===== src/sv/sfd_pkg.sv =====
package sfd_pkg;

   localparam int PAYLOAD_BYTES  = 24;
   localparam int ENCODER_COUNT  = 4;
   localparam int DISTANCE_COUNT = 6;
   // Only the leading payload bytes feed the result; the rest are counted and dropped.
   localparam int REPORTED_BYTES = 2 * (ENCODER_COUNT + DISTANCE_COUNT);
   localparam int IDX_W          = $clog2(PAYLOAD_BYTES);

   localparam logic [7:0] BYTE_LF = 8'h0A;
   localparam logic [7:0] BYTE_CR = 8'h0D;

   typedef enum logic [4:0] {
      PH_HUNT     = 5'b00001,
      PH_HDR_CR   = 5'b00010,
      PH_PAYLOAD  = 5'b00100,
      PH_TRL_CR   = 5'b01000,
      PH_TRL_LF   = 5'b10000
   } phase_type;

   typedef struct packed {
      logic [ENCODER_COUNT-1:0][15:0]  encoder;
      logic [DISTANCE_COUNT-1:0][15:0] distance;
   } frame_type;

endpackage


===== src/sv/sensor_frame_deframer.sv =====
// Sensor frame deframer. Each request carries one received serial byte; the block looks
// for frames of the form LF, CR, 24 payload bytes, CR, LF and, for every frame that closes
// correctly, returns one request on the rsp_ channel with four signed encoder speeds and
// six unsigned distances taken as little-endian pairs from payload bytes 0 to 19. A byte
// that breaks the pattern sends the parser back to hunting for LF and is not looked at
// again; repeated LF bytes before the header CR keep the hunt armed. The block takes one
// byte in every cycle while req_stall is low: the parser state and the payload bytes are
// registers that update at the edge that accepts a byte, and the result is loaded at the
// edge that accepts the closing LF into the output register, or into the skid register
// behind it when the output holds a stalled result. The skid register lets bytes keep
// flowing while a result waits; req_stall rises only while both of them hold a result.
module sensor_frame_deframer
   import sfd_pkg::*;
(
   input  logic               clock,
   input  logic               reset,
   input  logic               req_valid,
   output logic               req_stall,
   input  logic [7:0]         req_rx_byte,
   output logic               rsp_valid,
   input  logic               rsp_stall,
   output logic signed [15:0] rsp_encoder_1,
   output logic signed [15:0] rsp_encoder_2,
   output logic signed [15:0] rsp_encoder_3,
   output logic signed [15:0] rsp_encoder_4,
   output logic [15:0]        rsp_distance_1,
   output logic [15:0]        rsp_distance_2,
   output logic [15:0]        rsp_distance_3,
   output logic [15:0]        rsp_distance_4,
   output logic [15:0]        rsp_distance_5,
   output logic [15:0]        rsp_distance_6
);

   logic      byte_accept;
   logic      frame_done;
   logic      buf_full;
   frame_type frame;
   frame_type rsp_frame;

   // A request is held off only while the skid register is occupied.
   assign req_stall   = buf_full;
   assign byte_accept = req_valid && !req_stall;

   sfd_parser u_parser (
      .clock       (clock),
      .reset       (reset),
      .byte_accept (byte_accept),
      .rx_byte     (req_rx_byte),
      .frame_done  (frame_done),
      .frame       (frame)
   );

   sfd_out_buf u_out_buf (
      .clock      (clock),
      .reset      (reset),
      .load_valid (frame_done),
      .load_frame (frame),
      .full       (buf_full),
      .out_valid  (rsp_valid),
      .out_stall  (rsp_stall),
      .out_frame  (rsp_frame)
   );

   assign rsp_encoder_1  = signed'(rsp_frame.encoder[0]);
   assign rsp_encoder_2  = signed'(rsp_frame.encoder[1]);
   assign rsp_encoder_3  = signed'(rsp_frame.encoder[2]);
   assign rsp_encoder_4  = signed'(rsp_frame.encoder[3]);
   assign rsp_distance_1 = rsp_frame.distance[0];
   assign rsp_distance_2 = rsp_frame.distance[1];
   assign rsp_distance_3 = rsp_frame.distance[2];
   assign rsp_distance_4 = rsp_frame.distance[3];
   assign rsp_distance_5 = rsp_frame.distance[4];
   assign rsp_distance_6 = rsp_frame.distance[5];

   // A completed frame always finds room, so it is never dropped.
   a_no_overflow: assert property (@(posedge clock) disable iff (reset)
      frame_done |-> !buf_full)
      else $error("frame completed while the skid register was occupied");

   // The skid register is only ever filled behind a waiting result.
   a_skid_behind_out: assert property (@(posedge clock) disable iff (reset)
      buf_full |-> rsp_valid)
      else $error("skid register holds a result while the output is empty");

   // After a completed frame, rsp_valid is high in the next cycle; the frame itself may wait in the skid register.
   a_frame_shown: assert property (@(posedge clock) disable iff (reset)
      frame_done |=> rsp_valid)
      else $error("completed frame did not reach the result channel");

endmodule


===== src/sv/sfd_parser.sv =====
module sfd_parser
   import sfd_pkg::*;
(
   input  logic       clock,
   input  logic       reset,
   input  logic       byte_accept,
   input  logic [7:0] rx_byte,
   output logic       frame_done,
   output frame_type  frame
);

   phase_type              phase_ff, phase_in;
   logic [IDX_W-1:0]       index_ff, index_in;
   logic [7:0]             store_ff [REPORTED_BYTES];

   always_comb begin
      phase_in   = phase_ff;
      index_in   = index_ff;
      frame_done = 1'b0;
      unique case (phase_ff)
         PH_HUNT: begin
            phase_in = (rx_byte == BYTE_LF) ? PH_HDR_CR : PH_HUNT;
         end
         PH_HDR_CR: begin
            if (rx_byte == BYTE_CR) begin
               index_in = '0;
               phase_in = PH_PAYLOAD;
            end else if (rx_byte != BYTE_LF) begin
               phase_in = PH_HUNT;
            end
         end
         PH_PAYLOAD: begin
            if (index_ff == IDX_W'(PAYLOAD_BYTES - 1)) begin
               index_in = '0;
               phase_in = PH_TRL_CR;
            end else begin
               index_in = index_ff + IDX_W'(1);
            end
         end
         PH_TRL_CR: begin
            phase_in = (rx_byte == BYTE_CR) ? PH_TRL_LF : PH_HUNT;
         end
         PH_TRL_LF: begin
            phase_in   = PH_HUNT;
            frame_done = byte_accept && (rx_byte == BYTE_LF);
         end
         default: begin
            phase_in = PH_HUNT;
         end
      endcase
   end

   always_ff @(posedge clock) begin
      if (reset) begin
         phase_ff <= PH_HUNT;
         index_ff <= '0;
      end else if (byte_accept) begin
         phase_ff <= phase_in;
         index_ff <= index_in;
      end
   end

   for (genvar i = 0; i < REPORTED_BYTES; i++) begin : g_store
      always_ff @(posedge clock) begin
         if (byte_accept && phase_ff == PH_PAYLOAD && index_ff == IDX_W'(i)) begin
            store_ff[i] <= rx_byte;
         end
      end
   end

   // Little-endian pairs: encoders first, distances after them.
   for (genvar k = 0; k < ENCODER_COUNT; k++) begin : g_enc
      assign frame.encoder[k] = {store_ff[2*k+1], store_ff[2*k]};
   end
   for (genvar k = 0; k < DISTANCE_COUNT; k++) begin : g_dist
      assign frame.distance[k] = {store_ff[2*ENCODER_COUNT+2*k+1],
                                  store_ff[2*ENCODER_COUNT+2*k]};
   end

endmodule


===== src/sv/sfd_out_buf.sv =====
module sfd_out_buf
   import sfd_pkg::*;
(
   input  logic      clock,
   input  logic      reset,
   input  logic      load_valid,
   input  frame_type load_frame,
   output logic      full,
   output logic      out_valid,
   input  logic      out_stall,
   output frame_type out_frame
);

   logic      out_valid_ff, out_valid_in;
   frame_type out_frame_ff, out_frame_in;
   logic      skid_valid_ff, skid_valid_in;
   frame_type skid_frame_ff, skid_frame_in;
   logic      out_free;

   assign out_free = !out_valid_ff || !out_stall;

   always_comb begin
      out_valid_in  = out_valid_ff;
      out_frame_in  = out_frame_ff;
      skid_valid_in = skid_valid_ff;
      skid_frame_in = skid_frame_ff;
      if (skid_valid_ff) begin
         if (out_free) begin
            out_valid_in  = 1'b1;
            out_frame_in  = skid_frame_ff;
            skid_valid_in = 1'b0;
         end
      end else if (out_free) begin
         out_valid_in = load_valid;
         out_frame_in = load_frame;
      end else if (load_valid) begin
         skid_valid_in = 1'b1;
         skid_frame_in = load_frame;
      end
   end

   always_ff @(posedge clock) begin
      if (reset) begin
         out_valid_ff  <= 1'b0;
         skid_valid_ff <= 1'b0;
      end else begin
         out_valid_ff  <= out_valid_in;
         skid_valid_ff <= skid_valid_in;
      end
   end

   always_ff @(posedge clock) begin
      out_frame_ff  <= out_frame_in;
      skid_frame_ff <= skid_frame_in;
   end

   assign full      = skid_valid_ff;
   assign out_valid = out_valid_ff;
   assign out_frame = out_frame_ff;

endmodule


===== config.mk =====
export PLATFORM = sky130hd
export DESIGN_NAME = sensor_frame_deframer
export DESIGN_NICKNAME = d
export VERILOG_FILES = /design/src/sv/sfd_pkg.sv /design/src/sv/sensor_frame_deframer.sv /design/src/sv/sfd_parser.sv /design/src/sv/sfd_out_buf.sv
export SDC_FILE = /design/constraint.sdc
export NUM_CORES = 1
export LEC_CHECK = 0
export BUFFER_PORTS_ARGS = -buffer_cell sky130_fd_sc_hd__buf_2
export CAP_MARGIN = 20
export CELL_PAD_IN_SITES_DETAIL_PLACEMENT = 1
export CELL_PAD_IN_SITES_GLOBAL_PLACEMENT = 1
export CORE_MARGIN = 5
export CORE_UTILIZATION = 55
export DETAILED_ROUTE_END_ITERATION = 6
export GPL_TIMING_DRIVEN = 0
export HOLD_SLACK_MARGIN = 0.06
export PLACE_DENSITY = 0.95
export SETUP_SLACK_MARGIN = 0.4
export SLEW_MARGIN = 40
export SYNTH_ARGS = -nofsm -noshare
export SYNTH_HDL_FRONTEND = slang
export SYNTH_SLANG_ARGS = --single-unit

===== constraint.sdc =====
create_clock -name clock -period 43.5 [get_ports clock]
set_input_delay 2.175 -clock clock [delete_from_list [all_inputs] [get_ports clock]]
set_output_delay 2.175 -clock clock [all_outputs]
set_load 0.1 [all_outputs]

## Word level (Yosys, flattened, before mapping)

Memory sizes are Yosys's and may differ from the RTL's.
Cells that the tools add are included.

- Memory bits (writable): 160
- Logic and storage cells: 227
- Memories kept: 1
- Input port bits: 12
- Register bits: 332
- Output and inout port bits: 162

Memories:

| memory | words | bits a word | rd ports | clocked after memory_dff | wr ports | RTL line | source |
|---|---|---|---|---|---|---|---|
| u_parser.store_ff | 20 | 8 | 20 | 0 | 1 | sfd_parser.sv:14 | `logic [7:0] store_ff [REPORTED_BYTES];` |

- Bitwise logic cells: 2
- Mux-type cells: 117
- Add/sub/neg operators: 1
- Reductions and logical operators: 51
- Equal/unequal tests: 31

Operators with widths:

| operator | count |
|---|---|
| $mux 160 | 3 |
| $mux 8 | 19 |
| $reduce_or 8->1 | 19 |
| $mux 5 | 25 |
| $mux 1 | 67 |
| $eq 5x4->1 const B | 9 |
| $eq 5x5->1 const B | 6 |
| $eq 5x3->1 const B | 5 |
| $logic_and 1x1->1 | 23 |
| $pmux 5 s4 | 1 |
| $eq 8x4->1 const B | 2 |
| $eq 5x2->1 const B | 3 |
| $eq 5x1->1 const B | 2 |
| $pmux 5 s2 | 1 |
| $reduce_and 3->1 | 3 |
| $ne 8x4->1 const B | 1 |
| $add 5x1->5 const B | 1 |
| $logic_not 5->1 | 1 |
| $ne 2x1->1 const B | 2 |
| $logic_not 1->1 | 3 |
| $ne 3x1->1 const B | 1 |
| $mux 2 | 1 |
| $not 1->1 | 2 |
| $reduce_bool 2->1 | 1 |
| $logic_or 1x1->1 | 1 |

## Longest topological paths before layout

Gate-level depths: netlist of the first run.

- Depth in word-level cells: 26
- Mapped depth: 6
- Mapped depth without buffers: 6

## Hierarchy

A second synthesis of the first run with hierarchy kept.

- Cell total of the unflattened synthesis: 789
- Area total of the unflattened synthesis: 17619.4 um^2

Modules (own cells, without submodules):

| module | times used | area an instance (um^2) | seq. area each (um^2) | cells an instance |
|---|---|---|---|---|
| sfd_out_buf | 1 | 11921.4 | 9649.3 | 505 |
| sfd_parser | 1 | 5684.2 | 5004.8 | 283 |
| sensor_frame_deframer | 1 | 13.8 | 0.0 | 1 |

## Worst setup path after synthesis of the first run

Ideal clock, no wire load.

- Path type: input-to-reg
- Start point: input port rsp_stall
- End point: register u_out_buf.skid_frame_ff[0] in the netlist's numbering, enable pin
- Required time: 42.430 ns
- Arrival: 21.332 ns
- Setup slack: 21.098 ns
- Library setup time: 1.070 ns
- Stages: 2
- Path buffers: 0
- Cells stage by stage: nand2_1 nor4_1

- Cells in the longest elaborated chain, start to end: 4

RTL lines:

| element | RTL line | source |
|---|---|---|
| from (decl) | sensor_frame_deframer.sv:21 | `input logic rsp_stall,` |
| $logic_not 1->1 | sfd_out_buf.sv:20 | `assign out_free = !out_valid_ff \|\| !out_stall;` |
| $logic_or 1x1->1 | sfd_out_buf.sv:20 |  |
| $not 1->1 (no source line) | n/a |  |
| $reduce_and 3->1 (no source line) | n/a |  |
| to (signal assigned) | sfd_out_buf.sv:54 | `skid_frame_ff <= skid_frame_in;` |
| to (decl) | sfd_out_buf.sv:17 | `frame_type skid_frame_ff, skid_frame_in;` |

No other way between the ends.
A chain may end at the register's enable or synchronous reset.

## Final worst setup path of the first run

- Start point: input port req_rx_byte[2]
- End point: register u_out_buf.skid_frame_ff[123] in the netlist's numbering, enable pin

- Cells in the longest elaborated chain, start to end: 4

RTL lines:

| element | RTL line | source |
|---|---|---|
| from (decl) | sensor_frame_deframer.sv:19 | `input logic [7:0] req_rx_byte,` |
| $eq 8x4->1 | sfd_parser.sv:45 | `frame_done = byte_accept && (rx_byte == BYTE_LF);` |
| $logic_and 1x1->1 | sfd_parser.sv:45 |  |
| $mux 1 | sfd_parser.sv:20 | `unique case (phase_ff)` |
| $reduce_and 3->1 (no source line) | n/a |  |

No other way between the ends.

==> results.md, run 1 <==
### STA
- **Rel. slew slack** 0.4479
- **transition time at the pin with the least slew margin** 0.8252 ns
- **Setup TNS** 0 ns
- **Worst Hold Margin** 0.4444 ns
- **post-route fraction of the period consumed by the critical path** 0.1313
- **Clock Skew** 0.01718 ns
- **setup repair after global routing missed its margin** false
- **pins over their slew limit** 0
- **Final setup violation count** 0
- **post-layout minimum cycle time** 5.713 ns
- **upper clock frequency limit** 175.0 MHz
- **final hold violations** 0

### Outcome
- **result of the run** completed

### Power and ir drop
- **total power per unit cell area** 44.47 mW/mm2
- **worst vdd ir** 0.00003481 V
- **total net switching power** 0.1774 mW
- **combinational power share** 0.007
- **total power after layout** 0.9061 mW
- **leakage power total** 7.209 nW
- **Flop pwr share** 0.568
- **portion of total power attributed to the clock network** 0.425
- **cell-internal power** 0.7286 mW
- **Net Sw Frac** 0.1958

### GRT
- **overflow left after global routing** 0
- **global-route usage over all layers** 0.2315
- **pin count of the biggest net entering global routing** 52
- **via count of the first global-routing pass** 9422
- **antenna violations before repair** 2
- **first-pass GRT wire length** 60.98 mm

### Floorplanning
- **number of core rows** 65
- **area of the core** 0.03131 mm2
- **Initial Util** 0.5521
- **Total Die Area** 0.03508 mm2
- **DIE WIDTH** 187.3 um
- **Die Y** 187.3 um
- **Top Ports** 174

### Worst setup path
- **startpoint of the worst-slack reg-to-reg timing path** u_out_buf.full
- **CP endpoint kind** flip-flop
- **endpoint arrival time on the critical path** 5.96 ns
- **startpoint type of the worst setup path** input port
- **critical path peak fanout** 23
- **Buf/Inv on CP** 10
- **Setup crit end** u_out_buf.skid_frame_ff[123]
- **reg-to-reg endpoint** u_out_buf.skid_frame_ff[123]
- **largest incremental delay on the critical path** 0.62 ns
- **crit-path leading delay family** buffers and inverters
- **category of the critical setup timing path** in2reg
- **Max stage delay cell, worst path** sky130_fd_sc_hd__nor4_2
- **number of gates on the worst path with buffers counted** 13
- **critical path's most frequent cell** sky130_fd_sc_hd__buf_2
- **beginning of the critical path** req_rx_byte[2]
- **register-to-register setup slack** 39.61 ns
- **required time of the critical path** 43.74 ns
- **crit-path cells** buf_2, nor4_1, nand4_1, nor4_2, buf_2, buf_2, buf_2, buf_2, buf_2, buf_2, buf_2, buf_2, buf_2
- **number of cell instances on the worst register-to-register path** 12

### Yosys
- **count of state elements after synthesis** 492
- **top_reg_cell synth** sky130_fd_sc_hd__edfxtp_1
- **count of flip-flops with a built-in enable after synthesis** 480
- **sequential share of the synthesized area** 0.8477
- **distinct cell type count after synthesis** 45
- **post-synthesis net count** 795
- **post-synthesis async set-or-reset flop share** 0
- **synthesized netlist cell count** 778
- **Avg Inst Size Synth** 22.22 um2
- **synthesis warning total** 0
- **netlist area before placement** 0.01729 mm2

### Placed design
- **Post-DP HPWL** 26.26 mm
- **port bufs** 173
- **area after detailed placement** 0.01892 mm2
- **routability congestion estimate** 0.8231

### Route
- **drt drc** 0
- **total iterations of the first detailed-routing run** 4
- **DRC marker count from the first detailed-route iteration** 593
- **wire length reported by the detailed router** 40.71 mm
- **Antenna Violating Nets Remaining** 0
- **via density per instance** 5.617
- **total vias in the final route** 8325
- **wire per inst** 27.47 um

### Finish
- **top library cells by usage in the layout, fill and taps aside** 480 x sky130_fd_sc_hd__edfxtp_1, 216 x sky130_fd_sc_hd__buf_2, 160 x sky130_fd_sc_hd__mux2_2, 49 x sky130_fd_sc_hd__clkbuf_16, 19 x sky130_fd_sc_hd__and2_1
- **final instance area** 0.02038 mm2
- **signed area change from the synthesized netlist to the final layout** 17.87%
- **net count of the finished layout** 1058
- **commonest non-fill, non-tap cell in the layout** sky130_fd_sc_hd__edfxtp_1
- **Diodes inserted** 0
- **Final Util** 0.6508
- **fraction of layout cells with a size suffix above 1** 0.4278

### Clock tree
- **clock tree from TritonCTS** done
- **root cell of the clock tree** sky130_fd_sc_hd__clkbuf_16
- **clk slew on worst S/H paths** 0.06 ns
- **Resized cells post-CTS** 0
- **Inserted Clock Buffers** 49
- **deepest clock path buffer count** 3
- **Num Clock Sinks** 492
- **cts hold-fix bufs** 0
- **Setup Fix Bufs, Post-CTS** 0
- **Max H-tree Level** 2
- **clock latency at the later pin of the worst-skew pair** 0.55 ns

### Min path
- **hold path startpoint** u_parser.store_ff[1][21]
- **Tightest Hold Check Type** reg2reg

### Flow run
- **max-capacitance violation count** 0

## synth_stat cells (3+ instances only)
cell | instances | area, um2
sky130_fd_sc_hd__ha_1 | 5 | 62.56
sky130_fd_sc_hd__o31ai_1 | 4 | 30.03
sky130_fd_sc_hd__nor2_1 | 12 | 45.04
sky130_fd_sc_hd__a21oi_1 | 5 | 25.02
sky130_fd_sc_hd__edfxtp_1 | 480 | 14410
sky130_fd_sc_hd__clkbuf_1 | 9 | 33.78
sky130_fd_sc_hd__dfxtp_1 | 12 | 240.2
sky130_fd_sc_hd__mux2_2 | 160 | 1802
sky130_fd_sc_hd__nand2_1 | 7 | 26.28
sky130_fd_sc_hd__buf_2 | 11 | 55.05
sky130_fd_sc_hd__nor2b_1 | 3 | 18.77
sky130_fd_sc_hd__nand4_1 | 3 | 18.77
sky130_fd_sc_hd__and2_1 | 19 | 118.9
sky130_fd_sc_hd__nand3_1 | 3 | 15.01
sky130_fd_sc_hd__nor3_1 | 4 | 20.02
sky130_fd_sc_hd__nand3b_1 | 3 | 22.52
sky130_fd_sc_hd__inv_1 | 5 | 18.77
## worst min-delay path by stage
stage                              endpoint  slack [ns]  cells past startpoint
2_1_floorplan    u_out_buf.skid_frame_ff[0]        0.42                      0
3_3_place_gp    u_out_buf.skid_frame_ff[14]        0.43                      0
3_5_place_dp    u_out_buf.skid_frame_ff[81]        0.43                      0
4_1_cts        u_out_buf.skid_frame_ff[149]        0.44                      0
5_1_grt        u_out_buf.skid_frame_ff[149]        0.46                      0
6_report       u_out_buf.skid_frame_ff[149]        0.44                      0
## logic make-up (layout without fill, tap and decap cells)
group,after synthesis,after routing,synth area share
xor+xnor,1,1,0.0005067
fa+ha+maj,5,5,0.003619
mux,162,162,0.1054
flops,492,492,0.8477
simple gates,72,72,0.02627
buf+inv,27,329,0.007671
compound gates,19,19,0.008903
## worst reg2reg max path, cell delays in order, from the launching register on
cell and delay (ns):
sky130_fd_sc_hd__dfxtp_1 0.33, sky130_fd_sc_hd__clkbuf_1 0.32, sky130_fd_sc_hd__nand2b_1 0.35, sky130_fd_sc_hd__nor4_2 0.57
sky130_fd_sc_hd__buf_2 0.30, sky130_fd_sc_hd__buf_2 0.22, sky130_fd_sc_hd__buf_2 0.21, sky130_fd_sc_hd__buf_2 0.20
sky130_fd_sc_hd__buf_2 0.22, sky130_fd_sc_hd__buf_2 0.24, sky130_fd_sc_hd__buf_2 0.22, sky130_fd_sc_hd__buf_2 0.19
sky130_fd_sc_hd__buf_2 0.21
## cell type report
type,instances,area [um2]
Buffer,22,113.9
Clock buffer,57,1256
Clock inverter,33,200.2
Fill cell,2657,10930
Inverter,5,18.77
Multi-Input combinational cell,259,2515
Sequential cell,492,14650
Tap cell,402,503.0
Timing Repair Buffer,212,1116
## power by group through the flow
| stage | registers, mW | clock network, mW | logic [mW] |
|---|---|---|---|
| finish | 0.514 | 0.385 | 0.00616 |
| global route | 0.514 | 0.418 | 0.00628 |
| CTS | 0.514 | 0.393 | 0.00611 |
| detailed placement | 0.525 | 0 | 0.00619 |
| global placement | 0.525 | 0 | 0.00589 |
| floorplan | 0.525 | 0 | 0.000865 |
## registers in the layout, summed over array words and instances, names as in the netlist
register / count
u_out_buf.full: 1
u_out_buf.out_frame: 160
u_out_buf.out_valid: 1
u_out_buf.skid_frame_ff: 160
u_parser.index_ff: 5
u_parser.phase_ff: 5
u_parser.store_ff: 160
## layer usage
layer,share of wire,global-route usage,vias up,wire length [um]
li1,-,-,3620,-
met5,0.00052,0,-,21
met4,0.034,0.08106,4,1383
met1,0.38,0.2809,4320,15450
met3,0.046,0.03677,89,1858
met2,0.54,0.4224,292,21990
## stage by stage
step	cells	worst slack, ns
floorplan	778	21.10
global placement	1353	8.158
detailed placement	1392	37.32
CTS	1482	37.83
global route	1482	37.67
finish	1482	37.79
Power figures use the tool's default switching activity.
==> run 2: changes to the inputs <==
ABC_AREA = 1   (was not set)
CORE_UTILIZATION = 49   (was 55)
PLACE_DENSITY = 0.9   (was 0.95)
clock period = 5.7 ns   (was 43.5 ns; I/O delays follow)
==> run 2 against run 1 <==
Via count increased by 17%. Synthesized cell count grew 51%. Utilization down 6.3 points. First-iteration DRC count is 12% lower. Wire length increased by 2.8%. Critical path type unchanged.
==> results.md, run 2 <==
### Yosys
- **Synth top area share** 0.8262
- **post-synthesis net count** 1188
- **distinct cell type count after synthesis** 31
- **count of state elements after synthesis** 492
- **synthesis warning total** 0
- **Avg Inst Size Synth** 14.90 um2
- **Synth area leaders** sky130_fd_sc_hd__edfxtp_1 83%, sky130_fd_sc_hd__nand2_1 11%, sky130_fd_sc_hd__dfxtp_1 1.4%
- **most numerous cell in the Yosys netlist** sky130_fd_sc_hd__nand2_1
- **count of flip-flops with a built-in enable after synthesis** 480
- **netlist area before placement** 0.01745 mm2
- **cell types with the highest counts after synthesis** 511 x sky130_fd_sc_hd__nand2_1, 480 x sky130_fd_sc_hd__edfxtp_1, 42 x sky130_fd_sc_hd__nor2_1
- **synthesized netlist cell count** 1171
- **largest area contributor in the synthesized netlist** sky130_fd_sc_hd__edfxtp_1
- **post-synthesis async set-or-reset flop share** 0
- **sequential share of the synthesized area** 0.8399
- **top_reg_cell synth** sky130_fd_sc_hd__edfxtp_1

### Clock tree
- **Max H-tree Level** 2
- **Setup Fix Bufs, Post-CTS** 0
- **Resized cells post-CTS** 0
- **clk slew on worst S/H paths** 0.06 ns
- **Inserted Clock Buffers** 49
- **Num Clock Sinks** 492
- **clock latency at the later pin of the worst-skew pair** 0.57 ns
- **cts hold-fix bufs** 1
- **deepest clock path buffer count** 3
- **root cell of the clock tree** sky130_fd_sc_hd__clkbuf_16
- **clock tree from TritonCTS** done

### Route
- **Antenna Violating Nets Remaining** 0
- **total vias in the final route** 9736
- **wire length reported by the detailed router** 41.86 mm
- **total iterations of the first detailed-routing run** 5
- **DRC marker count from the first detailed-route iteration** 523
- **via density per instance** 5.100
- **wire per inst** 21.93 um
- **drt drc** 0

### GRT
- **global-route usage over all layers** 0.2106
- **met2 track demand over resource in global routing** 0.3928
- **via count of the first global-routing pass** 10520
- **GRT busiest layer** met2
- **first-pass GRT wire length** 62.29 mm
- **met1 track demand over resource in global routing** 0.2526
- **pin count of the biggest net entering global routing** 81
- **met3 usage** 0.03235
- **antenna violations before repair** 0
- **overflow left after global routing** 0

### Worst setup path
- **critical path peak fanout** 22
- **endpoint arrival time on the critical path** 2.97 ns
- **number of cell instances on the worst register-to-register path** 11
- **Max stage delay cell, worst path** sky130_fd_sc_hd__buf_2
- **reg-to-reg endpoint** u_out_buf.skid_frame_ff[53]
- **startpoint type of the worst setup path** input port
- **largest incremental delay on the critical path** 0.57 ns
- **category of the critical setup timing path** in2reg
- **startpoint of the worst-slack reg-to-reg timing path** u_out_buf.full
- **CP endpoint kind** flip-flop
- **register-to-register setup slack** 3.00 ns
- **required time of the critical path** 5.96 ns
- **crit-path cells** buf_2, inv_1, nor2_1, nand2_1, nor2_1, inv_1, nor2_1, nand4_1, nor2_4, buf_8, buf_16, buf_8, buf_16, buf_8

### Floorplanning
- **Die Y** 198.7 um
- **DIE WIDTH** 198.7 um
- **Initial Util** 0.4929
- **Total Die Area** 0.03948 mm2
- **Top Ports** 174
- **area of the core** 0.03540 mm2
- **number of core rows** 69

### Placed design
- **routability congestion estimate** 0.7574
- **placed insts** 1820
- **Post-DP HPWL** 27.62 mm
- **port bufs** 173

### Finish
- **fill cell count** 3417
- **commonest non-fill, non-tap cell in the layout** sky130_fd_sc_hd__nand2_1
- **fraction of layout cells with a size suffix above 1** 0.2120
- **top library cells by usage in the layout, fill and taps aside** 510 x sky130_fd_sc_hd__nand2_1, 480 x sky130_fd_sc_hd__edfxtp_1, 183 x sky130_fd_sc_hd__buf_2, 51 x sky130_fd_sc_hd__clkbuf_16, 33 x sky130_fd_sc_hd__nor2_1
- **net count of the finished layout** 1428
- **signed area change from the synthesized netlist to the final layout** 19.23%
- **Diodes inserted** 0
- **non-filler cells in the finished layout** 1909

### Min path
- **Tightest Hold Check Type** in2reg
- **hold path depth** 5
- **WHS Endpoint** u_parser.phase_ff[1]
- **hold path startpoint** req_valid

### STA
- **post-layout minimum cycle time** 2.710 ns
- **Setup TNS** 0 ns
- **transition time at the pin with the least slew margin** 0.8420 ns
- **pins over their slew limit** 0
- **Clock Skew** 0.01905 ns
- **setup repair after global routing missed its margin** false
- **upper clock frequency limit** 369.1 MHz
- **Final setup violation count** 0
- **final hold violations** 0
- **post-route fraction of the period consumed by the critical path** 0.4754
- **Rel. slew slack** 0.4366

### Power and ir drop
- **Flop pwr share** 0.554
- **portion of total power attributed to the clock network** 0.436
- **leakage power total** 8.047 nW
- **Net Sw Frac** 0.1904
- **combinational power share** 0.010
- **cell-internal power** 5.749 mW
- **total net switching power** 1.352 mW
- **total power per unit cell area** 341.4 mW/mm2
- **worst vdd ir** 0.0002778 V

### Outcome
- **result of the run** completed

### Flow run
- **max-capacitance violation count** 0

## run 2: cell type report
cell class              instances  area, um2  share of cell area
plain buffers                  36      148.9            0.007158
clock buffers                  57       1299             0.06244
clock inverters                31      259.0             0.01245
inverters                      35      135.1            0.006496
multi-input cells             608       2592              0.1246
flip-flops and latches        492      14650              0.7045
well taps                     461      576.8             0.02773
repair buffers                189       1136             0.05462
## run 2: worst max-delay path by stage
stage,depth (start not counted),startpoint,slack [ns],endpoint
2_1_floorplan,2,u_out_buf.out_valid,0.79,u_out_buf.skid_frame_ff[0]
3_3_place_gp,9,req_rx_byte[3],0.05,u_out_buf.skid_frame_ff[54]
3_5_place_dp,14,req_rx_byte[1],2.45,u_out_buf.skid_frame_ff[53]
4_1_cts,11,u_out_buf.full,2.99,u_out_buf.skid_frame_ff[53]
5_1_grt,14,req_rx_byte[3],2.87,u_out_buf.skid_frame_ff[151]
6_report,14,req_rx_byte[3],2.99,u_out_buf.skid_frame_ff[53]
## run 2: kinds of logic (layout without fill, tap and decap cells)
kind of cell / Yosys count / count (layout) / synth area share
adders and majority gates: 5 / 5 / 0.003586
and+or+nand+nor: 591 / 591 / 0.1363
DFF: 492 / 492 / 0.8399
xor gates and xnor gates: 2 / 2 / 0.001004
AOI/OAI and AO/OA: 10 / 10 / 0.002868
buffers and inverters: 71 / 348 / 0.01628
## run 2: metal layers
layer | wire length [um] | vias to the layer above | share of wire
met3 | 1914 | 76 | 0.046
met4 | 1121 | 0 | 0.027
met2 | 22600 | 244 | 0.54
met1 | 16220 | 4899 | 0.39
li1 | - | 4517 | -
met5 | 0 | - | 0
## run 2: through the flow
stage	util	worst slack (ns)	power [mW]	hold WS (ns)	instance area, um2
2_1_floorplan	-	0.7919	4.034	0.3541	17470
3_3_place_gp	0.5343	0.04515	4.075	0.4286	18910
3_5_place_dp	0.5428	2.450	4.079	0.4357	19210
4_1_cts	0.5871	2.988	7.158	0.1621	20780
5_1_grt	0.5877	2.865	7.340	0.2123	20800
6_report	0.5877	2.990	7.102	0.1933	20800
## run 2: power groups by stage
stage | Clock (mW) | Sequential [mW] | Combinational (mW)
4_1_cts | 3.15 | 3.93 | 0.0704
5_1_grt | 3.34 | 3.93 | 0.0750
2_1_floorplan | 0 | 4.01 | 0.0226
3_5_place_dp | 0 | 4.01 | 0.0700
3_3_place_gp | 0 | 4.01 | 0.0667
6_report | 3.10 | 3.93 | 0.0696
## run 2: critical path, delay by kind of cell
| kind | cells | cell delay [ns] |
|---|---|---|
| simple gates | 6 | 0.92 |
| buf+inv | 8 | 1.71 |
==> run 3: changes to the inputs <==
CORE_UTILIZATION = 44   (was 49)
PLACE_DENSITY = 0.86   (was 0.9)
clock period = 2.32 ns   (was 5.7 ns; I/O delays follow)
==> run 3 against run 2 <==
Register-to-register slack worse by 2.8 ns. First-iteration DRC count up 30%. Via count up 5.0%. Critical endpoint is now u_out_buf.skid_frame_ff[103]. Largest cell class unchanged. Largest power group unchanged.
==> results.md, run 3 (synthesis results as in run 2) <==
### Floorplanning
- **Die Y** 209.1 um
- **area of the core** 0.03946 mm2
- **Top Ports** 174
- **number of core rows** 73
- **Initial Util** 0.4422
- **DIE WIDTH** 209.1 um
- **Total Die Area** 0.04373 mm2

### Route
- **total vias in the final route** 10220
- **drt drc** 0
- **wire per inst** 22.58 um
- **wire length reported by the detailed router** 45.73 mm
- **via density per instance** 5.047
- **Antenna Violating Nets Remaining** 0
- **DRC marker count from the first detailed-route iteration** 680
- **total iterations of the first detailed-routing run** 5

### STA
- **Rel. slew slack** 0.4914
- **setup repair after global routing missed its margin** true
- **final hold violations** 0
- **transition time at the pin with the least slew margin** 0.7629 ns
- **Worst Hold Margin** 0.1268 ns
- **post-route worst setup slack** 0.2466 ns
- **post-route fraction of the period consumed by the critical path** 0.8937
- **Final setup violation count** 0
- **upper clock frequency limit** 482.3 MHz
- **Clock Skew** 0.02892 ns
- **pins over their slew limit** 0
- **post-layout minimum cycle time** 2.073 ns
- **Setup TNS** 0 ns

### Worst setup path
- **required time of the critical path** 2.59 ns
- **critical path peak fanout** 5
- **endpoint arrival time on the critical path** 2.35 ns
- **category of the critical setup timing path** reg2reg
- **CP endpoint kind** flip-flop
- **startpoint type of the worst setup path** flip-flop

### GRT
- **overflow left after global routing** 0
- **first-pass GRT wire length** 67.14 mm
- **antenna violations before repair** 0
- **via count of the first global-routing pass** 10910
- **pin count of the biggest net entering global routing** 67
- **global-route usage over all layers** 0.2014

### Finish
- **fraction of layout cells with a size suffix above 1** 0.2513
- **final instance area** 0.02191 mm2
- **fill cell count** 3827
- **net count of the finished layout** 1487
- **non-filler cells in the finished layout** 2025
- **Diodes inserted** 0
- **top library cells by usage in the layout, fill and taps aside** 509 x sky130_fd_sc_hd__nand2_1, 480 x sky130_fd_sc_hd__edfxtp_1, 177 x sky130_fd_sc_hd__buf_2, 52 x sky130_fd_sc_hd__clkbuf_16, 32 x sky130_fd_sc_hd__buf_12
- **commonest non-fill, non-tap cell in the layout** sky130_fd_sc_hd__nand2_1
- **signed area change from the synthesized netlist to the final layout** 25.60%
- **Final Util** 0.5554

### Min path
- **Tightest Hold Check Type** in2reg

### Clock tree
- **Inserted Clock Buffers** 45
- **clock tree from TritonCTS** done
- **clk slew on worst S/H paths** 0.06 ns
- **Max H-tree Level** 2
- **root cell of the clock tree** sky130_fd_sc_hd__clkbuf_16
- **deepest clock path buffer count** 3
- **clock latency at the later pin of the worst-skew pair** 0.56 ns
- **Num Clock Sinks** 492

### Outcome
- **result of the run** completed

### Power and ir drop
- **leakage power total** 8.492 nW
- **total power after layout** 16.73 mW
- **total power per unit cell area** 763.5 mW/mm2
- **worst vdd ir** 0.0003935 V

### Placed design
- **Post-DP HPWL** 27.96 mm
- **port bufs** 173
- **area after detailed placement** 0.01932 mm2
- **pre-CTS setup slack** -0.9685 ns
- **placed insts** 1880
- **routability congestion estimate** 0.7869

### Flow run
- **max-capacitance violation count** 0

-- run 3: changes by cell type in the layout (fill, tap and decap cells not counted), sizes merged --
cell         before  now
buf             198  251
clkbuf           83   89
bufinv            4    1
clkinvlp          3    0
clkinv           23   21
dlygate4sd3       1    3
inv              36   35
-- run 3: worst paths after layout --
path                       startpoint                            to  slack, ns  cells past startpoint
max                    u_out_buf.full  u_out_buf.skid_frame_ff[103]       0.25                     13
min reg2reg  u_parser.store_ff[1][11]  u_out_buf.skid_frame_ff[139]       0.44                      0
max reg2reg            u_out_buf.full  u_out_buf.skid_frame_ff[103]       0.25                     13
min                         rsp_stall       u_out_buf.out_frame[88]       0.13                      2
-- run 3: critical path, cell delays in order (launching register included) --
cell and delay (ns):
sky130_fd_sc_hd__dfxtp_2 0.34, sky130_fd_sc_hd__buf_12 0.13, sky130_fd_sc_hd__clkinv_8 0.05, sky130_fd_sc_hd__nand2_8 0.05, sky130_fd_sc_hd__nor2_4 0.09, sky130_fd_sc_hd__nand4_1 0.19, sky130_fd_sc_hd__nor2_4 0.18, sky130_fd_sc_hd__buf_12 0.12
sky130_fd_sc_hd__buf_16 0.10, sky130_fd_sc_hd__buf_12 0.10, sky130_fd_sc_hd__buf_16 0.10, sky130_fd_sc_hd__buf_12 0.10, sky130_fd_sc_hd__buf_12 0.11, sky130_fd_sc_hd__buf_16 0.11
-- run 3: final cells by class --
type	count	area (um2)	share of cell area
flip-flops and latches	492	14660	0.6690
multi-input cells	608	2741	0.1251
repair buffers	252	2200	0.1004
clock buffers	55	1206	0.05504
well taps	525	656.9	0.02998
plain buffers	36	178.9	0.008165
inverters	35	148.9	0.006795
clock inverters	22	122.6	0.005596
-- run 3: routing by layer --
layer,share of wire,vias to the layer above,global-route usage
li1,-,4641,-
met2,0.53,289,0.3627
met1,0.38,5200,0.2465
met5,0,-,0
met3,0.048,90,0.03243
met4,0.034,0,0.07156
-- run 3: report_power, final --
group          total [mW]  internal [mW]  switching, mW
clock                6.87           3.78           3.09
combinational       0.208         0.0464          0.162
sequential           9.66           9.65        0.00772
total                16.7           13.5           3.26
-- run 3: what timing repair did --
item	in CTS	in global routing
hold buffers	5	0
setup buffers	36	17
hold endpoints to repair	50	0
endpoints found under the setup margin	325	345
cloned	4	6
gates resized for setup	36	46
pin swaps	13	12
